--- src/design/csv_record_tokenizer_macros.svh ---
// Assertion macros for the tokenizer RTL.
`ifndef CSV_RECORD_TOKENIZER_MACROS_SVH
`define CSV_RECORD_TOKENIZER_MACROS_SVH

// Same-cycle implication, sampled on clk, off while rst_n is low.
`define CSVTOK_ASSERT_NOW(label, ante, cons, msg) \
    label: assert property (@(posedge clk) disable iff (!rst_n) (ante) |-> (cons)) \
        else $error(msg);

// Next-cycle implication, sampled on clk, off while rst_n is low.
`define CSVTOK_ASSERT_NEXT(label, ante, cons, msg) \
    label: assert property (@(posedge clk) disable iff (!rst_n) (ante) |=> (cons)) \
        else $error(msg);

`endif

--- src/design/csvtok_pkg.sv ---
// Types and codes shared by the CSV tokenizer modules.
`default_nettype none
package csvtok_pkg;

    localparam logic [7:0] CH_CR    = 8'h0d;
    localparam logic [7:0] CH_LF    = 8'h0a;
    localparam logic [7:0] CH_QUOTE = 8'h22;
    localparam logic [7:0] CH_SPACE = 8'h20;
    localparam logic [7:0] CH_NUL   = 8'h00;

    localparam logic [7:0] SEP_RESET   = 8'd44;
    localparam logic [7:0] COUNT_MAX   = 8'd255;

    localparam logic [2:0] M_IDLE   = 3'd0;
    localparam logic [2:0] M_SEP    = 3'd1;
    localparam logic [2:0] M_LEAD   = 3'd2;
    localparam logic [2:0] M_UNQ    = 3'd3;
    localparam logic [2:0] M_QUOTED = 3'd4;
    localparam logic [2:0] M_QCLOSE = 3'd5;
    localparam logic [2:0] M_POSTQ  = 3'd6;

    localparam logic [1:0] KIND_CHAR   = 2'd0;
    localparam logic [1:0] KIND_FIELD  = 2'd1;
    localparam logic [1:0] KIND_RECORD = 2'd2;
    localparam logic [1:0] KIND_STREAM = 2'd3;

    localparam logic REG_SEPARATOR = 1'b0;
    localparam logic REG_EXPECTED  = 1'b1;

    localparam int FIFO_DEPTH = 4;
    localparam int PTR_W      = $clog2(FIFO_DEPTH);
    localparam int CNT_W      = $clog2(FIFO_DEPTH + 1);

    typedef struct packed {
        logic [1:0] kind;
        logic [7:0] ch;
        logic       last;
    } res_t;

    // Results of one processed byte, core to queue.
    typedef struct packed {
        logic [1:0] n;
        res_t       e0;
        res_t       e1;
    } push_t;

endpackage
`default_nettype wire

--- src/design/csvtok_if.sv ---
// Handshake channel interfaces for the tokenizer input and result streams.
`default_nettype none
interface csvtok_in_if;
    logic       valid;
    logic       ready;
    logic [7:0] in_byte;
    logic       end_of_input;

    modport source (output valid, output in_byte, output end_of_input, input ready);
    modport sink (input valid, input in_byte, input end_of_input, output ready);
endinterface

interface csvtok_out_if;
    logic       valid;
    logic       ready;
    logic [1:0] out_kind;
    logic [7:0] out_char;
    logic       last;

    modport source (output valid, output out_kind, output out_char, output last, input ready);
    modport sink (input valid, input out_kind, input out_char, input last, output ready);
endinterface
`default_nettype wire

--- src/design/csv_record_tokenizer.sv ---
// CSV tokenizer top level: byte stream in, field/record/stream marks out.
// Usage:
//   rx carries one text byte per transfer (in_byte, end_of_input). A zero
//   byte or end_of_input closes the stream; later bytes are taken and dropped.
//   tx carries results: out_kind (content, end of field, end of field and
//   record, end of stream), out_char for content, last on the final result
//   of each input byte. A byte yields zero, one or two results.
//   Config port: cfg_we with cfg_index 0 (separator, reset comma) or
//   1 (expected fields, reset 0 = no limit); write only while idle.
// Timing:
//   A byte is held in the input register while it is decoded; its results
//   go into the result queue, which drives tx. One byte per cycle is
//   sustained while tx accepts and each byte yields at most one result; a
//   pair of results drains at one per cycle through the four-entry result
//   queue, which gates the decode stage when fewer than two entries are free.
//   When tx stalls, the queue fills, then the input register holds and
//   rx.ready drops. Reset clears the parse state, the queue and the config.
`default_nettype none
module csv_record_tokenizer (
    input  wire         clk,
    input  wire         rst_n,
    input  wire         cfg_we,
    input  wire         cfg_index,
    input  wire  [7:0]  cfg_wdata,
    csvtok_in_if.sink   rx,
    csvtok_out_if.source tx
);
    import csvtok_pkg::*;

    push_t push;
    res_t  out_res;
    logic  room;

    csvtok_core u_core (
        .clk       (clk),
        .rst_n     (rst_n),
        .cfg_we    (cfg_we),
        .cfg_index (cfg_index),
        .cfg_wdata (cfg_wdata),
        .in_valid  (rx.valid),
        .in_ready  (rx.ready),
        .in_byte   (rx.in_byte),
        .in_eoi    (rx.end_of_input),
        .room      (room),
        .push      (push)
    );

    csvtok_fifo u_fifo (
        .clk       (clk),
        .rst_n     (rst_n),
        .push      (push),
        .room      (room),
        .out_valid (tx.valid),
        .out_ready (tx.ready),
        .out_res   (out_res)
    );

    assign tx.out_kind = out_res.kind;
    assign tx.out_char = out_res.ch;
    assign tx.last     = out_res.last;

endmodule
`default_nettype wire

--- src/design/csvtok_core.sv ---
// Input register, parse state and per-byte decode of the CSV tokenizer.
`default_nettype none
`include "csv_record_tokenizer_macros.svh"
module csvtok_core (
    input  wire                clk,
    input  wire                rst_n,
    input  wire                cfg_we,
    input  wire                cfg_index,
    input  wire  [7:0]         cfg_wdata,
    input  wire                in_valid,
    output logic               in_ready,
    input  wire  [7:0]         in_byte,
    input  wire                in_eoi,
    input  wire                room,
    output csvtok_pkg::push_t  push
);
    import csvtok_pkg::*;

    logic [7:0] sep_reg, sep_next;
    logic [7:0] expf_reg, expf_next;
    logic       in_valid_reg, in_valid_next;
    logic [7:0] byte_reg, byte_next;
    logic       eoi_reg, eoi_next;
    logic [2:0] mode_reg, mode_next;
    logic [7:0] fc_reg, fc_next;
    logic       skip_reg, skip_next;
    logic       done_reg, done_next;

    logic       accept;
    logic       fire;
    logic       brk;
    logic       aq_go, open_go, lead_go, unq_go;
    logic [1:0] n;
    logic [1:0] kind_a [2];
    logic [7:0] char_a [2];

    assign in_ready = !in_valid_reg || room;
    assign accept   = in_valid && in_ready;
    assign fire     = in_valid_reg && room;
    assign brk      = (byte_reg == CH_CR) || (byte_reg == CH_LF);

    always_comb
    begin
        sep_next  = sep_reg;
        expf_next = expf_reg;
        if (cfg_we)
        begin
            case (cfg_index)
                REG_SEPARATOR: sep_next  = cfg_wdata;
                REG_EXPECTED:  expf_next = cfg_wdata;
                default:       sep_next  = sep_reg;
            endcase
        end
    end

    always_comb
    begin
        in_valid_next = in_valid_reg;
        byte_next     = byte_reg;
        eoi_next      = eoi_reg;
        if (accept)
        begin
            in_valid_next = 1'b1;
            byte_next     = in_byte;
            eoi_next      = in_eoi;
        end
        else if (fire)
        begin
            in_valid_next = 1'b0;
        end
    end

    // Byte decode; stages run in order: after-quote, open field, lead, unquoted.
    always_comb
    begin
        mode_next = mode_reg;
        fc_next   = fc_reg;
        skip_next = skip_reg;
        done_next = done_reg;
        n         = 2'd0;
        kind_a[0] = KIND_CHAR;
        kind_a[1] = KIND_CHAR;
        char_a[0] = CH_NUL;
        char_a[1] = CH_NUL;
        aq_go     = 1'b0;
        open_go   = 1'b0;
        lead_go   = 1'b0;
        unq_go    = 1'b0;

        if (done_reg)
        begin
            n = 2'd0;
        end
        else if (eoi_reg || byte_reg == CH_NUL)
        begin
            if (mode_reg >= M_SEP && mode_reg <= M_POSTQ)
            begin
                kind_a[n[0]] = KIND_RECORD;
                n = n + 2'd1;
            end
            kind_a[n[0]] = KIND_STREAM;
            n = n + 2'd1;
            mode_next = M_IDLE;
            skip_next = 1'b0;
            done_next = 1'b1;
        end
        else
        begin
            case (mode_reg)
                M_SEP:
                begin
                    kind_a[n[0]] = KIND_FIELD;
                    n = n + 2'd1;
                    open_go = 1'b1;
                end
                M_LEAD:
                begin
                    lead_go = 1'b1;
                end
                M_UNQ:
                begin
                    unq_go = 1'b1;
                end
                M_QUOTED:
                begin
                    if (byte_reg == CH_QUOTE)
                    begin
                        mode_next = M_QCLOSE;
                    end
                    else
                    begin
                        kind_a[n[0]] = KIND_CHAR;
                        char_a[n[0]] = byte_reg;
                        n = n + 2'd1;
                    end
                end
                M_QCLOSE:
                begin
                    if (byte_reg == CH_QUOTE)
                    begin
                        kind_a[n[0]] = KIND_CHAR;
                        char_a[n[0]] = CH_QUOTE;
                        n = n + 2'd1;
                        mode_next = M_QUOTED;
                    end
                    else
                    begin
                        aq_go = 1'b1;
                    end
                end
                M_POSTQ:
                begin
                    aq_go = 1'b1;
                end
                default:
                begin
                    // Swallow one CR or LF right after a record-ending break.
                    if (skip_reg && brk)
                    begin
                        skip_next = 1'b0;
                        mode_next = M_IDLE;
                    end
                    else
                    begin
                        skip_next = 1'b0;
                        fc_next   = 8'd0;
                        open_go   = 1'b1;
                    end
                end
            endcase

            if (aq_go)
            begin
                if (byte_reg == CH_SPACE)
                begin
                    mode_next = M_POSTQ;
                end
                else if (byte_reg == sep_reg)
                begin
                    mode_next = M_SEP;
                end
                else if (brk)
                begin
                    kind_a[n[0]] = KIND_RECORD;
                    n = n + 2'd1;
                    mode_next = M_IDLE;
                    skip_next = 1'b1;
                end
                else
                begin
                    kind_a[n[0]] = KIND_FIELD;
                    n = n + 2'd1;
                    open_go = 1'b1;
                end
            end

            if (open_go)
            begin
                if (fc_next < COUNT_MAX)
                begin
                    fc_next = fc_next + 8'd1;
                end
                lead_go = 1'b1;
            end

            if (lead_go)
            begin
                if (byte_reg == CH_SPACE)
                begin
                    mode_next = M_LEAD;
                end
                else if (byte_reg == CH_QUOTE)
                begin
                    mode_next = M_QUOTED;
                end
                else
                begin
                    unq_go = 1'b1;
                end
            end

            if (unq_go)
            begin
                if (byte_reg == sep_reg)
                begin
                    mode_next = M_SEP;
                end
                else if (brk && !(expf_reg != 8'd0 && fc_next < expf_reg))
                begin
                    kind_a[n[0]] = KIND_RECORD;
                    n = n + 2'd1;
                    mode_next = M_IDLE;
                    skip_next = 1'b1;
                end
                else
                begin
                    kind_a[n[0]] = KIND_CHAR;
                    char_a[n[0]] = byte_reg;
                    n = n + 2'd1;
                    mode_next = M_UNQ;
                end
            end
        end
    end

    always_comb
    begin
        push.n       = fire ? n : 2'd0;
        push.e0.kind = kind_a[0];
        push.e0.ch   = char_a[0];
        push.e0.last = (n == 2'd1);
        push.e1.kind = kind_a[1];
        push.e1.ch   = char_a[1];
        push.e1.last = 1'b1;
    end

    always_ff @(posedge clk or negedge rst_n)
    begin
        if (!rst_n)
        begin
            sep_reg      <= SEP_RESET;
            expf_reg     <= 8'd0;
            in_valid_reg <= 1'b0;
            mode_reg     <= M_IDLE;
            fc_reg       <= 8'd0;
            skip_reg     <= 1'b0;
            done_reg     <= 1'b0;
        end
        else
        begin
            sep_reg      <= sep_next;
            expf_reg     <= expf_next;
            in_valid_reg <= in_valid_next;
            if (fire)
            begin
                mode_reg <= mode_next;
                fc_reg   <= fc_next;
                skip_reg <= skip_next;
                done_reg <= done_next;
            end
        end
    end

    always_ff @(posedge clk)
    begin
        byte_reg <= byte_next;
        eoi_reg  <= eoi_next;
    end

    `CSVTOK_ASSERT_NOW(a_done_silent, fire && done_reg, push.n == 2'd0, "transfer after end of stream produced results")
    `CSVTOK_ASSERT_NEXT(a_end_sets_done, fire && (eoi_reg || byte_reg == CH_NUL), done_reg && mode_reg == M_IDLE, "end of stream did not close the parser")
    `CSVTOK_ASSERT_NEXT(a_record_idles, fire && push.n != 2'd0 && push.e0.kind == KIND_RECORD, mode_reg == M_IDLE, "record end left a record open")

endmodule
`default_nettype wire

--- src/design/csvtok_fifo.sv ---
// Result queue: takes up to two results per cycle, hands out one per transfer.
`default_nettype none
module csvtok_fifo (
    input  wire                clk,
    input  wire                rst_n,
    input  csvtok_pkg::push_t  push,
    output logic               room,
    output logic               out_valid,
    input  wire                out_ready,
    output csvtok_pkg::res_t   out_res
);
    import csvtok_pkg::*;

    res_t             mem [FIFO_DEPTH];
    logic [PTR_W-1:0] wr_reg, wr_next;
    logic [PTR_W-1:0] rd_reg, rd_next;
    logic [CNT_W-1:0] cnt_reg, cnt_next;
    logic             pop;
    logic [PTR_W-1:0] wr_plus1;

    assign out_valid = (cnt_reg != '0);
    assign out_res   = mem[rd_reg];
    assign pop       = out_valid && out_ready;
    // Room for a worst-case pair of results.
    assign room      = (cnt_reg <= CNT_W'(FIFO_DEPTH - 2));
    assign wr_plus1  = wr_reg + PTR_W'(1);

    always_comb
    begin
        wr_next  = wr_reg + PTR_W'(push.n);
        rd_next  = pop ? rd_reg + PTR_W'(1) : rd_reg;
        cnt_next = cnt_reg + CNT_W'(push.n) - CNT_W'(pop);
    end

    always_ff @(posedge clk or negedge rst_n)
    begin
        if (!rst_n)
        begin
            wr_reg  <= '0;
            rd_reg  <= '0;
            cnt_reg <= '0;
        end
        else
        begin
            wr_reg  <= wr_next;
            rd_reg  <= rd_next;
            cnt_reg <= cnt_next;
        end
    end

    always_ff @(posedge clk)
    begin
        if (push.n != 2'd0)
        begin
            mem[wr_reg] <= push.e0;
        end
        if (push.n == 2'd2)
        begin
            mem[wr_plus1] <= push.e1;
        end
    end

endmodule
`default_nettype wire

--- src/flat_wrapper.sv ---
// flat-port wrapper written by rule: the top's interface ports become plain ports
module csv_record_tokenizer_flat import csvtok_pkg::*;
  (clk, rst_n, cfg_we, cfg_index, cfg_wdata, rx_valid, rx_in_byte, rx_end_of_input, rx_ready, tx_valid, tx_out_kind, tx_out_char, tx_last, tx_ready);
  csvtok_in_if rx_i ();
  csvtok_out_if tx_i ();
  input  wire clk;
  input  wire rst_n;
  input  wire cfg_we;
  input  wire cfg_index;
  input  wire  [7:0] cfg_wdata;
  input wire logic [$bits(rx_i.valid)-1:0] rx_valid;
  input wire logic [$bits(rx_i.in_byte)-1:0] rx_in_byte;
  input wire logic [$bits(rx_i.end_of_input)-1:0] rx_end_of_input;
  output wire logic [$bits(rx_i.ready)-1:0] rx_ready;
  output wire logic [$bits(tx_i.valid)-1:0] tx_valid;
  output wire logic [$bits(tx_i.out_kind)-1:0] tx_out_kind;
  output wire logic [$bits(tx_i.out_char)-1:0] tx_out_char;
  output wire logic [$bits(tx_i.last)-1:0] tx_last;
  input wire logic [$bits(tx_i.ready)-1:0] tx_ready;
  assign rx_i.valid = rx_valid;
  assign rx_i.in_byte = rx_in_byte;
  assign rx_i.end_of_input = rx_end_of_input;
  assign rx_ready = rx_i.ready;
  assign tx_valid = tx_i.valid;
  assign tx_out_kind = tx_i.out_kind;
  assign tx_out_char = tx_i.out_char;
  assign tx_last = tx_i.last;
  assign tx_i.ready = tx_ready;
  csv_record_tokenizer u_core (.clk(clk), .rst_n(rst_n), .cfg_we(cfg_we), .cfg_index(cfg_index), .cfg_wdata(cfg_wdata), .rx(rx_i), .tx(tx_i));
endmodule
--- config.mk ---
export PLATFORM = sky130hd
export DESIGN_NAME = csv_record_tokenizer_flat
export DESIGN_NICKNAME = d
export VERILOG_FILES = /design/src/design/csvtok_pkg.sv /design/src/design/csvtok_if.sv /design/src/design/csv_record_tokenizer.sv /design/src/design/csvtok_core.sv /design/src/design/csvtok_fifo.sv /design/src/flat_wrapper.sv
export VERILOG_INCLUDE_DIRS = /design/src /design/src/design
export SDC_FILE = /design/constraint.sdc
export NUM_CORES = 1
export LEC_CHECK = 0
export BUFFER_PORTS_ARGS = -buffer_cell sky130_fd_sc_hd__buf_2
export CORE_MARGIN = 2
export CORE_UTILIZATION = 30
export DETAILED_ROUTE_END_ITERATION = 12
export GPL_ROUTABILITY_DRIVEN = 0
export HOLD_SLACK_MARGIN = 0.12
export PLACE_DENSITY = 0.52
export REMOVE_ABC_BUFFERS = 1
export SETUP_SLACK_MARGIN = 0.3
export SLEW_MARGIN = 10
export SYNTH_ARGS = -nofsm -noshare
export SYNTH_HDL_FRONTEND = slang
export SYNTH_SLANG_ARGS = --single-unit
--- constraint.sdc ---
create_clock -name clk -period 14.44 [get_ports clk]
set_clock_uncertainty 0.15 [all_clocks]
set_input_delay 2.166 -clock clk [delete_from_list [all_inputs] [get_ports clk]]
set_output_delay 2.166 -clock clk [all_outputs]
set_load 0.05 [all_outputs]
==> reports/metrics.cfg, run 1 <==
[timing]
slew_headroom=0.333
tns_ns=0
final-setup-viol-count=0
fmax_mhz=159
min_period_ns=6.30
tightest_slew_ns=0.998
hold_viol_final=0
slew_viol_final=0
final.period_utilization=0.436
rsz0062_at_grt=no

[synth]
ys_seq_elements=90
synthFlopType=edfxtp_1
synthTopCellsByArea=edfxtp_1 (27%), dfrtp_1 (16%), mux4_2 (4.6%), mux2_2 (3.9%), nand2_1 (3.0%)
yosys.area.top_type=edfxtp_1
synth-xor-area-share=0.0339
avgSynthCellArea_um2=10.8
yosysTopAreaCellShare=0.271
synth_compound_area_frac=0.173
yosysSeqAreaShare=0.457
synth_top_family_by_area=compound AO/OA/AOI/OAI gates
syn_inst=504
synth_cell_types=85
synthArstFlopShare=0.411
ys_warn_count=0
syn_area_um2=5430
synthSimpleGateAreaFrac=0.173
synth.area.mux_share=0.0897
yosys.area_share.adder=0.0337
synth_edf_count=49

[clocking]
cts.sinks=90
clk_path_buf_depth=2
postCtsSetupRepairBufs=0
cts_tree=done
cts_max_level=3
numCtsBuffers=9
holdBufCountCts=0
insertion_delay_ns=0.35
cts-root-buf=clkbuf_16
clk_pin_slew_ns=0.07
cts_resized=0

[placed_design]
place_area_um2=5770
portBuffers=35
dp_cells=741
place_hpwl_mm=9.79

[layout]
final_cell_mix=edfxtp_1 (49), nand2_1 (44), nor2_1 (37), buf_2 (35), dfrtp_1 (34)
largest_reg_flops=44
diodes=0
layout_commonest_cell=edfxtp_1
regMostFlops=u_core.u_fifo.mem
instances_no_fill=758
syn2layout_area_growth_pct=12.0
fin_nets=561
nFillCells=1778
design_area_um2=6080
layout-drive-gt1-share=0.221

[global_route]
grt_max_degree=38
track_usage=0.139
grt_first_pass_wirelength_mm=21.5
grt_pass1_vias=4065
antenna_found_initial=0
grt_overflow=0

[worst_setup_path]
worstPathMaxFanout=21
worstSetupStartpoint=u_core.u_core.mode_reg[0]
path_class=flip-flop to flip-flop
r2r-start=u_core.u_core.mode_reg[0]
arrival_ns=6.21
worstReg2RegEnd=u_core.u_fifo.mem[1][1]
end_kind=flip-flop
required_ns=14.36
startpoint_type=flip-flop
reg2regPathDepth=20
r2r_slack_ns=8.14

[routing]
vias_per_cell=5.26
drcViolationCount=0
num_vias=3987
avgRoutedWirePerCell_um=17.1
drt-initial-drc-count=289
ant_nets=0
drtPass1Iterations=4
finalWirelength_mm=13.0

[min_path]
hold_end=u_core.u_fifo.mem[1][0]
min_from=u_core.u_fifo.mem[1][0]
hp-class=flip-flop to flip-flop
hold_depth=2

[floorplanning]
io_pins=36
fp.coreArea_um2=17800
die_h_um=138
dieArea_um2=19200
die_w_um=138
placementRows=49
start_util=0.304

[job]
maxCapViolCount=0

[power_and_ir_drop]
leakagePower_nw=2.18
p_per_area_nw_per_um2=162
ir_drop_v=0.0000694

[outcome]
status=finished clean

==> worst max-delay path, stage by stage, from the launching register on <==
cell and delay (ns):
dfrtp_1 0.65, or3_1 0.50, nand2_1 0.25, nand2_1 0.19, and2_1 0.20, ha_1 0.23
and3_1 0.26, and4_1 0.27, o21ai_0 0.40, nand2_1 0.17, xor2_1 0.16, nor2_1 0.06
ha_1 0.29, nand4_1 0.15, or2_2 0.34, o32ai_1 0.24, a211oi_1 0.12, a311oi_4 0.48
nor2_1 0.19, a22oi_2 0.62, nor3b_1 0.11
==> power by group <==
group	switching, mW	total (mW)	internal (mW)
logic	0.233	0.369	0.136
registers	0.0775	0.381	0.304
clock network	0.101	0.237	0.135
==> synthesized netlist by cell type, drive strengths merged (14+ instances only) <==
library cell / instances
o22ai: 15
edfxtp: 49
dfrtp: 34
nand2: 45
o21ai: 17
inv: 21
nor2: 39
buf: 15
clkbuf: 14
mux2: 20
a21oi: 21
xnor2: 16
==> cell families (layout without fill, tap and decap cells) <==
family                   after synthesis  after routing
buffers and inverters                 51             76
XOR/XNOR                              21             21
flip-flops                            90             90
AND/OR/NAND/NOR                      174            174
AO/OA/AOI/OAI                        122            122
adder cells (fa/ha/maj)               14             14
multiplexers                          32             32
==> how the worst max path moves through the flow <==
stage | endpoint | slack, ns | depth (start not counted)
6_report | u_core.u_fifo.mem[1][1] | 8.14 | 20
5_1_grt | u_core.u_fifo.mem[3][8] | 7.66 | 20
4_1_cts | u_core.u_fifo.mem[3][5] | 8.19 | 20
3_5_place_dp | u_core.u_fifo.mem[3][5] | 8.22 | 20
3_3_place_gp | u_core.u_fifo.mem[1][3] | 8.37 | 20
2_1_floorplan | u_core.u_fifo.mem[1][1] | 9.02 | 20
==> layout make-up <==
cell class,count,area [um^2],share of cell area
multi-input cells,363,2730,0.450
clock inverters,5,62.6,0.0103
inverters,22,82.6,0.0136
well taps,229,287,0.0472
repair buffers,38,198,0.0325
flip-flops and latches,90,2480,0.408
clock buffers,11,233,0.0383
==> layer usage <==
metal,up-vias,global-route usage,wire (um)
li1,1946,-,-
met4,0,0.0489,253
met5,-,0,0
met1,1951,0.182,5840
met2,72,0.229,6400
met3,18,0.0287,479
==> through the flow <==
step	setup slack, ns	hold slack [ns]	total power, mW	util
6_report	8.14	0.350	0.987	0.341
3_3_place_gp	8.37	0.330	0.749	0.324
3_5_place_dp	8.22	0.340	0.757	0.324
4_1_cts	8.19	0.352	0.997	0.340
5_1_grt	7.66	0.391	1.05	0.341
2_1_floorplan	9.02	0.312	0.653	-
Note: power is estimated with default switching activity, not from simulation.
==> inputs of run 2 (changes only) <==
==> constraint.sdc (replaced) <==
create_clock -name clk -period 6.3 [get_ports clk]
set_clock_uncertainty 0.15 [all_clocks]
set_input_delay 0.945 -clock clk [delete_from_list [all_inputs] [get_ports clk]]
set_output_delay 0.945 -clock clk [all_outputs]
set_load 0.05 [all_outputs]
==> reports/metrics.cfg, run 2 (same netlist as run 1, synthesis figures left out) <==
[outcome]
status=finished clean

[timing]
final.period_utilization=0.903  ; +0.467
final-setup-viol-count=0  ; unchanged
slew_headroom=0.365  ; +0.0327
tns_ns=0  ; unchanged
rsz0062_at_grt=no
hold_viol_final=0  ; unchanged
min_period_ns=5.69  ; -0.608 ns
fmax_mhz=176  ; +11%
tightest_slew_ns=0.949  ; -0.0488 ns
slew_viol_final=0  ; unchanged

[global_route]
grt_overflow=0  ; unchanged
grt_max_degree=38  ; unchanged
grt_pass1_vias=4219  ; +3.8%
grt_first_pass_wirelength_mm=21.9  ; +1.8%
antenna_found_initial=0  ; unchanged
track_usage=0.140  ; +0.00158

[clocking]
cts-root-buf=clkbuf_16
cts_max_level=3  ; unchanged
clk_path_buf_depth=2  ; unchanged
cts.sinks=90  ; unchanged
holdBufCountCts=0  ; unchanged
clk_pin_slew_ns=0.07  ; about the same
numCtsBuffers=9  ; unchanged
insertion_delay_ns=0.34  ; about the same
cts_tree=done

[layout]
fin_nets=581  ; +3.6%
layout-drive-gt1-share=0.259  ; +0.0375
nFillCells=1779  ; +0.056%
diodes=0  ; unchanged
layout_commonest_cell=edfxtp_1
regMostFlops=u_core.u_fifo.mem
syn2layout_area_growth_pct=15.1
final_cell_mix=edfxtp_1 (49), nand2_1 (44), nor2_1 (37), buf_2 (35), dfrtp_1 (34)
largest_reg_flops=44  ; unchanged

[placed_design]
portBuffers=35  ; unchanged
place_hpwl_mm=9.91  ; +1.2%

[power_and_ir_drop]
p_per_area_nw_per_um2=372  ; +130%
leakagePower_nw=2.29  ; +5.1%
ir_drop_v=0.000135  ; +95%
totalPowerFinal_mw=2.33  ; +140%

[routing]
avgRoutedWirePerCell_um=17.1  ; -0.39%
drcViolationCount=0  ; unchanged
ant_nets=0  ; unchanged
finalWirelength_mm=13.3  ; +2.2%
vias_per_cell=5.36  ; +1.8%
num_vias=4167  ; +4.5%
drt-initial-drc-count=339  ; +17%
drtPass1Iterations=5  ; +1

[floorplanning]
die_w_um=138  ; unchanged
start_util=0.304  ; unchanged
die_h_um=138  ; unchanged
placementRows=49  ; unchanged
fp.coreArea_um2=17800  ; unchanged
io_pins=36  ; unchanged
dieArea_um2=19200  ; unchanged

[worst_setup_path]
startpoint_type=flip-flop
arrival_ns=5.59  ; -0.62 ns
required_ns=6.21  ; -8.15 ns
cp_cell_sequence=or3_1 > nand2_1 > nand2_1 > and2_1 > ha_1 > and3_2 > and4_2 > nor4_1 > xnor2_1 > nor2_1 > ha_1 > nand4_1 > or2_2 > o32ai_1 > a211oi_1 > a311oi_4 > nor2_1 > a22oi_2 > buf_4 > nor3b_1
worstPathMaxFanout=12  ; -43%
path_class=flip-flop to flip-flop
max_stage_delay_ns=0.48  ; -0.17 ns
cpMaxStageDelayCell=dfrtp_1
end_kind=flip-flop

[min_path]
hp-class=flip-flop to flip-flop

[job]
maxCapViolCount=0  ; unchanged

[run 2: cell types whose count changed in the layout (fill, tap and decap cells not counted), sizes merged]
cell / delta
buf: +20
clkbuf: -2
clkinv: +1
clkinvlp: -1
inv: +2
[run 2: worst paths after layout]
check	to	slack (ns)	depth (start not counted)	from
max in group asynchronous	u_core.u_fifo.cnt_reg[2]	4.92	1	rst_n
hold reg to reg	u_core.u_fifo.cnt_reg[2]	0.36	1	u_core.u_fifo.cnt_reg[2]
hold / removal	u_core.u_fifo.cnt_reg[2]	0.36	1	u_core.u_fifo.cnt_reg[2]
min in group asynchronous	u_core.u_core.expf_reg[7]	0.55	1	rst_n
setup / recovery	u_core.u_fifo.mem[1][1]	0.61	20	u_core.u_core.mode_reg[1]
setup reg to reg	u_core.u_fifo.mem[1][1]	0.61	20	u_core.u_core.mode_reg[1]
[run 2: worst max-delay path, delay by kind of cell (launching register included)]
family	cells	cell delay [ns]
simple gates	12	2.91
compound gates	4	0.94
fa+ha+maj	2	0.54
flops	1	0.48
buf+inv	1	0.22
xor+xnor	1	0.18
[run 2: layer usage]
| layer | track usage | wire length (um) | vias up |
|---|---|---|---|
| li1 | - | - | 1990 |
| met1 | 0.180 | 5980 | 2057 |
| met2 | 0.242 | 6590 | 107 |
| met3 | 0.0263 | 473 | 13 |
| met4 | 0.0419 | 226 | 0 |
| met5 | 0 | 0 | - |
[run 2: what timing repair did]
action / 4_1_cts / 5_1_grt
buffers inserted: 0 / 13
gates resized for setup: 0 / 4
endpoints found under the setup margin: 0 / 32
[run 2: stage by stage]
stage          std cells  utilization  hold WS [ns]  instance area, um^2  setup WS [ns]
2_1_floorplan        475            -         0.312                 5300          0.883
3_3_place_gp         749        0.327         0.331                 5830          0.680
3_5_place_dp         749        0.327         0.352                 5830          0.509
4_1_cts              765        0.344         0.362                 6140          0.485
5_1_grt              778        0.350         0.389                 6240          0.314
6_report             778        0.350         0.358                 6240          0.612
[run 2: final cells by class]
type                    count  area (um^2)  share of cell area
clock buffers               9          225              0.0361
well taps                 229          287              0.0459
inverters                  22         82.6              0.0132
repair buffers             58          348              0.0557
flip-flops and latches     90         2480               0.397
multi-input cells         363         2740               0.439
clock inverters             7         82.6              0.0132
[run 2: report_power, final]
group / switching [mW] / leakage (nW) / internal, mW
Clock: 0.240 / 0.150 / 0.315
Combinational: 0.586 / 1.19 / 0.343
Sequential: 0.145 / 0.950 / 0.697
==> inputs of run 3 (changes only) <==
--- a/config.mk
+++ b/config.mk
@@ -7,15 +7,18 @@
 export NUM_CORES = 1
 export LEC_CHECK = 0
 export BUFFER_PORTS_ARGS = -buffer_cell sky130_fd_sc_hd__buf_2
+export CELL_PAD_IN_SITES_DETAIL_PLACEMENT = 0
+export CELL_PAD_IN_SITES_GLOBAL_PLACEMENT = 1
 export CORE_MARGIN = 2
 export CORE_UTILIZATION = 30
 export DETAILED_ROUTE_END_ITERATION = 12
 export GPL_ROUTABILITY_DRIVEN = 0
 export HOLD_SLACK_MARGIN = 0.12
-export PLACE_DENSITY = 0.52
+export PLACE_DENSITY = 0.6
 export REMOVE_ABC_BUFFERS = 1
 export SETUP_SLACK_MARGIN = 0.3
 export SLEW_MARGIN = 10
 export SYNTH_ARGS = -nofsm -noshare
 export SYNTH_HDL_FRONTEND = slang
+export SYNTH_HIERARCHICAL = 1
 export SYNTH_SLANG_ARGS = --single-unit
==> reports/metrics.cfg, run 3 <==
[power_and_ir_drop]
p_per_area_nw_per_um2=346  ; -7.1%
ir_drop_v=0.000162  ; +20%
leakagePower_nw=2.36  ; +3.1%

[clocking]
cts_resized=0  ; unchanged
postCtsSetupRepairBufs=0  ; unchanged
cts_max_level=3  ; unchanged
clk_path_buf_depth=2  ; unchanged
numCtsBuffers=9  ; unchanged
insertion_delay_ns=0.35  ; about the same
cts-root-buf=clkbuf_16
cts_tree=done
clk_pin_slew_ns=0.07  ; about the same
holdBufCountCts=0  ; unchanged
cts.sinks=90  ; unchanged

[layout]
multi_input_area_um2=2880  ; +5.3%
design_area_um2=6320  ; +1.1%
fin_nets=534  ; -8.1%
regMostFlops=u_core/u_fifo/mem
layout_commonest_cell=edfxtp_1
layout-drive-gt1-share=0.297  ; +0.0382
final_cell_mix=edfxtp_1 (53), mux2_2 (43), buf_2 (35), dfrtp_1 (34), inv_1 (25)
diodes=0  ; unchanged
regArea_um2=2520  ; +1.6%
largest_reg_flops=44  ; unchanged
syn2layout_area_growth_pct=12.3
nFillCells=1879  ; +5.6%

[routing]
ant_nets=0  ; unchanged
finalWirelength_mm=14.0  ; +5.5%
drt-initial-drc-count=286  ; -16%
drtPass1Iterations=5  ; unchanged
vias_per_cell=5.33  ; -0.56%
drcViolationCount=0  ; unchanged
avgRoutedWirePerCell_um=19.0  ; +11%
num_vias=3920  ; -5.9%

[synth]
synthTopCellsByArea=edfxtp_1 (28%), dfrtp_1 (15%), mux2_2 (8.6%), mux2_4 (5.1%), mux4_2 (4.4%)
post-synth-top-count-cell=edfxtp_1
yosys.area.top_type=edfxtp_1
synthArstFlopShare=0.411  ; unchanged
ys_seq_elements=90  ; unchanged
ys_warn_count=6  ; +6
synth_cell_types=73  ; -14%
syn_area_um2=5620  ; +3.6%
yosysTopAreaCellShare=0.283  ; +0.0118
avgSynthCellArea_um2=12.0  ; +11%
syn_inst=470  ; -6.7%
yosysSeqAreaShare=0.448  ; -0.00895
synthFlopType=edfxtp_1
synth_edf_count=53  ; +8.2%
synth_common_cells=edfxtp_1 (53), mux2_2 (43), dfrtp_1 (34)

[global_route]
grt_first_pass_wirelength_mm=22.7  ; +3.9%
grt_overflow=0  ; unchanged
track_usage=0.147  ; +0.00660
grt_pass1_vias=3896  ; -7.7%
antenna_found_initial=0  ; unchanged
grt_max_degree=38  ; unchanged

[worst_setup_path]
cp_top_family=simple AND/OR/NAND/NOR gates
worstPathMaxFanout=12  ; unchanged
required_ns=6.37  ; +0.16 ns
cpMaxStageDelayCell=dfrtp_1
critPathBufInv=0  ; -1
end_kind=flip-flop
cp_cell_sequence=or2_2 > o21ai_1 > nand2_1 > and2_1 > ha_1 > and4_1 > or3_1 > or3_1 > a21oi_1 > ha_1 > a21oi_1 > nor2b_1 > o21ai_0 > o2111a_2 > o211ai_4 > a211oi_1 > mux2_2
startpoint_type=flip-flop
arrival_ns=5.52  ; -0.07 ns
r2r_slack_ns=0.86  ; +0.24 ns
max_stage_delay_ns=0.51  ; +0.03 ns
path_class=flip-flop to flip-flop

[floorplanning]
dieArea_um2=19900  ; +3.5%
fp.coreArea_um2=18600  ; +4.1%
io_pins=36  ; unchanged
die_h_um=141  ; +1.8%
start_util=0.303  ; -0.00147
placementRows=50  ; +2.0%
die_w_um=141  ; +1.8%

[timing]
final-setup-viol-count=0  ; unchanged
hold_viol_final=0  ; unchanged
tightest_slew_ns=1.13  ; +0.185 ns
fmax_mhz=184  ; +4.5%
tns_ns=0  ; unchanged
slew_viol_final=0  ; unchanged
final.period_utilization=0.864  ; -0.0386
slew_headroom=0.244  ; -0.121
min_period_ns=5.44  ; -0.243 ns
rsz0062_at_grt=no

[placed_design]
place_hpwl_mm=10.1  ; +1.5%
place_area_um2=5990  ; +2.7%
portBuffers=35  ; unchanged

[job]
maxCapViolCount=0  ; unchanged

[min_path]
hp-class=flip-flop to flip-flop

[outcome]
status=finished clean

[run 3: per-stage QoR]
| stage | util | cells | hold slack [ns] | setup WS [ns] | power (mW) |
|---|---|---|---|---|---|
| after floorplan | - | 448 | 0.292 | 1.69 | 1.39 |
| after global placement | 0.322 | 720 | 0.356 | 1.08 | 1.60 |
| after detailed placement | 0.322 | 720 | 0.371 | 0.918 | 1.61 |
| after CTS | 0.340 | 736 | 0.385 | 0.897 | 2.21 |
| after global routing | 0.340 | 736 | 0.400 | 0.393 | 2.32 |
| final | 0.340 | 736 | 0.372 | 0.856 | 2.19 |
[run 3: worst paths after layout]
path	start	to	cells past startpoint
min	u_core/u_core/skip_reg	u_core/u_core/skip_reg	2
min reg2reg	u_core/u_core/skip_reg	u_core/u_core/skip_reg	2
min in group asynchronous	rst_n	u_core/u_core/expf_reg[1]	1
max	u_core/u_core/mode_reg[0]	u_core/u_fifo/mem[0][7]	17
max in group asynchronous	rst_n	u_core/u_fifo/wr_reg[0]	1
max reg2reg	u_core/u_core/mode_reg[0]	u_core/u_fifo/mem[0][7]	17
[run 3: tightest hold or removal path: stages (launching register included)]
cell,delay (ns)
dfrtp_1,0.37
nand2_1,0.05
o21ai_0,0.06
[run 3: final cells by class]
| class | instances | share of cell area |
|---|---|---|
| multi-input combinational | 333 | 0.457 |
| sequential | 90 | 0.399 |
| tap | 234 | 0.0464 |
| clock buffer | 9 | 0.0357 |
| timing repair buffer | 38 | 0.0313 |
| clock inverter | 7 | 0.0160 |
| inverter | 25 | 0.0149 |
[run 3: kinds of logic after synthesis]
kind of cell / after synthesis / synth area share
muxes: 74 / 0.183
adders and majority gates: 14 / 0.0325
other: 1 / 0.000667
DFF: 90 / 0.448
AOI/OAI and AO/OA: 104 / 0.142
and+or+nand+nor: 124 / 0.130
xor gates and xnor gates: 16 / 0.0249
buffers and inverters: 47 / 0.0389
[run 3: power by group]
part | switching [mW] | leakage (nW) | internal [mW]
Combinational | 0.466 | 1.27 | 0.273
Sequential | 0.155 | 0.933 | 0.697
Clock | 0.242 | 0.160 | 0.352
[run 3: metal layers]
metal,vias up,share of wire,track usage
met5,-,0,0
met3,15,0.037,0.0302
met4,0,0.014,0.0374
met2,93,0.48,0.235
met1,1950,0.47,0.204
li1,1862,-,-
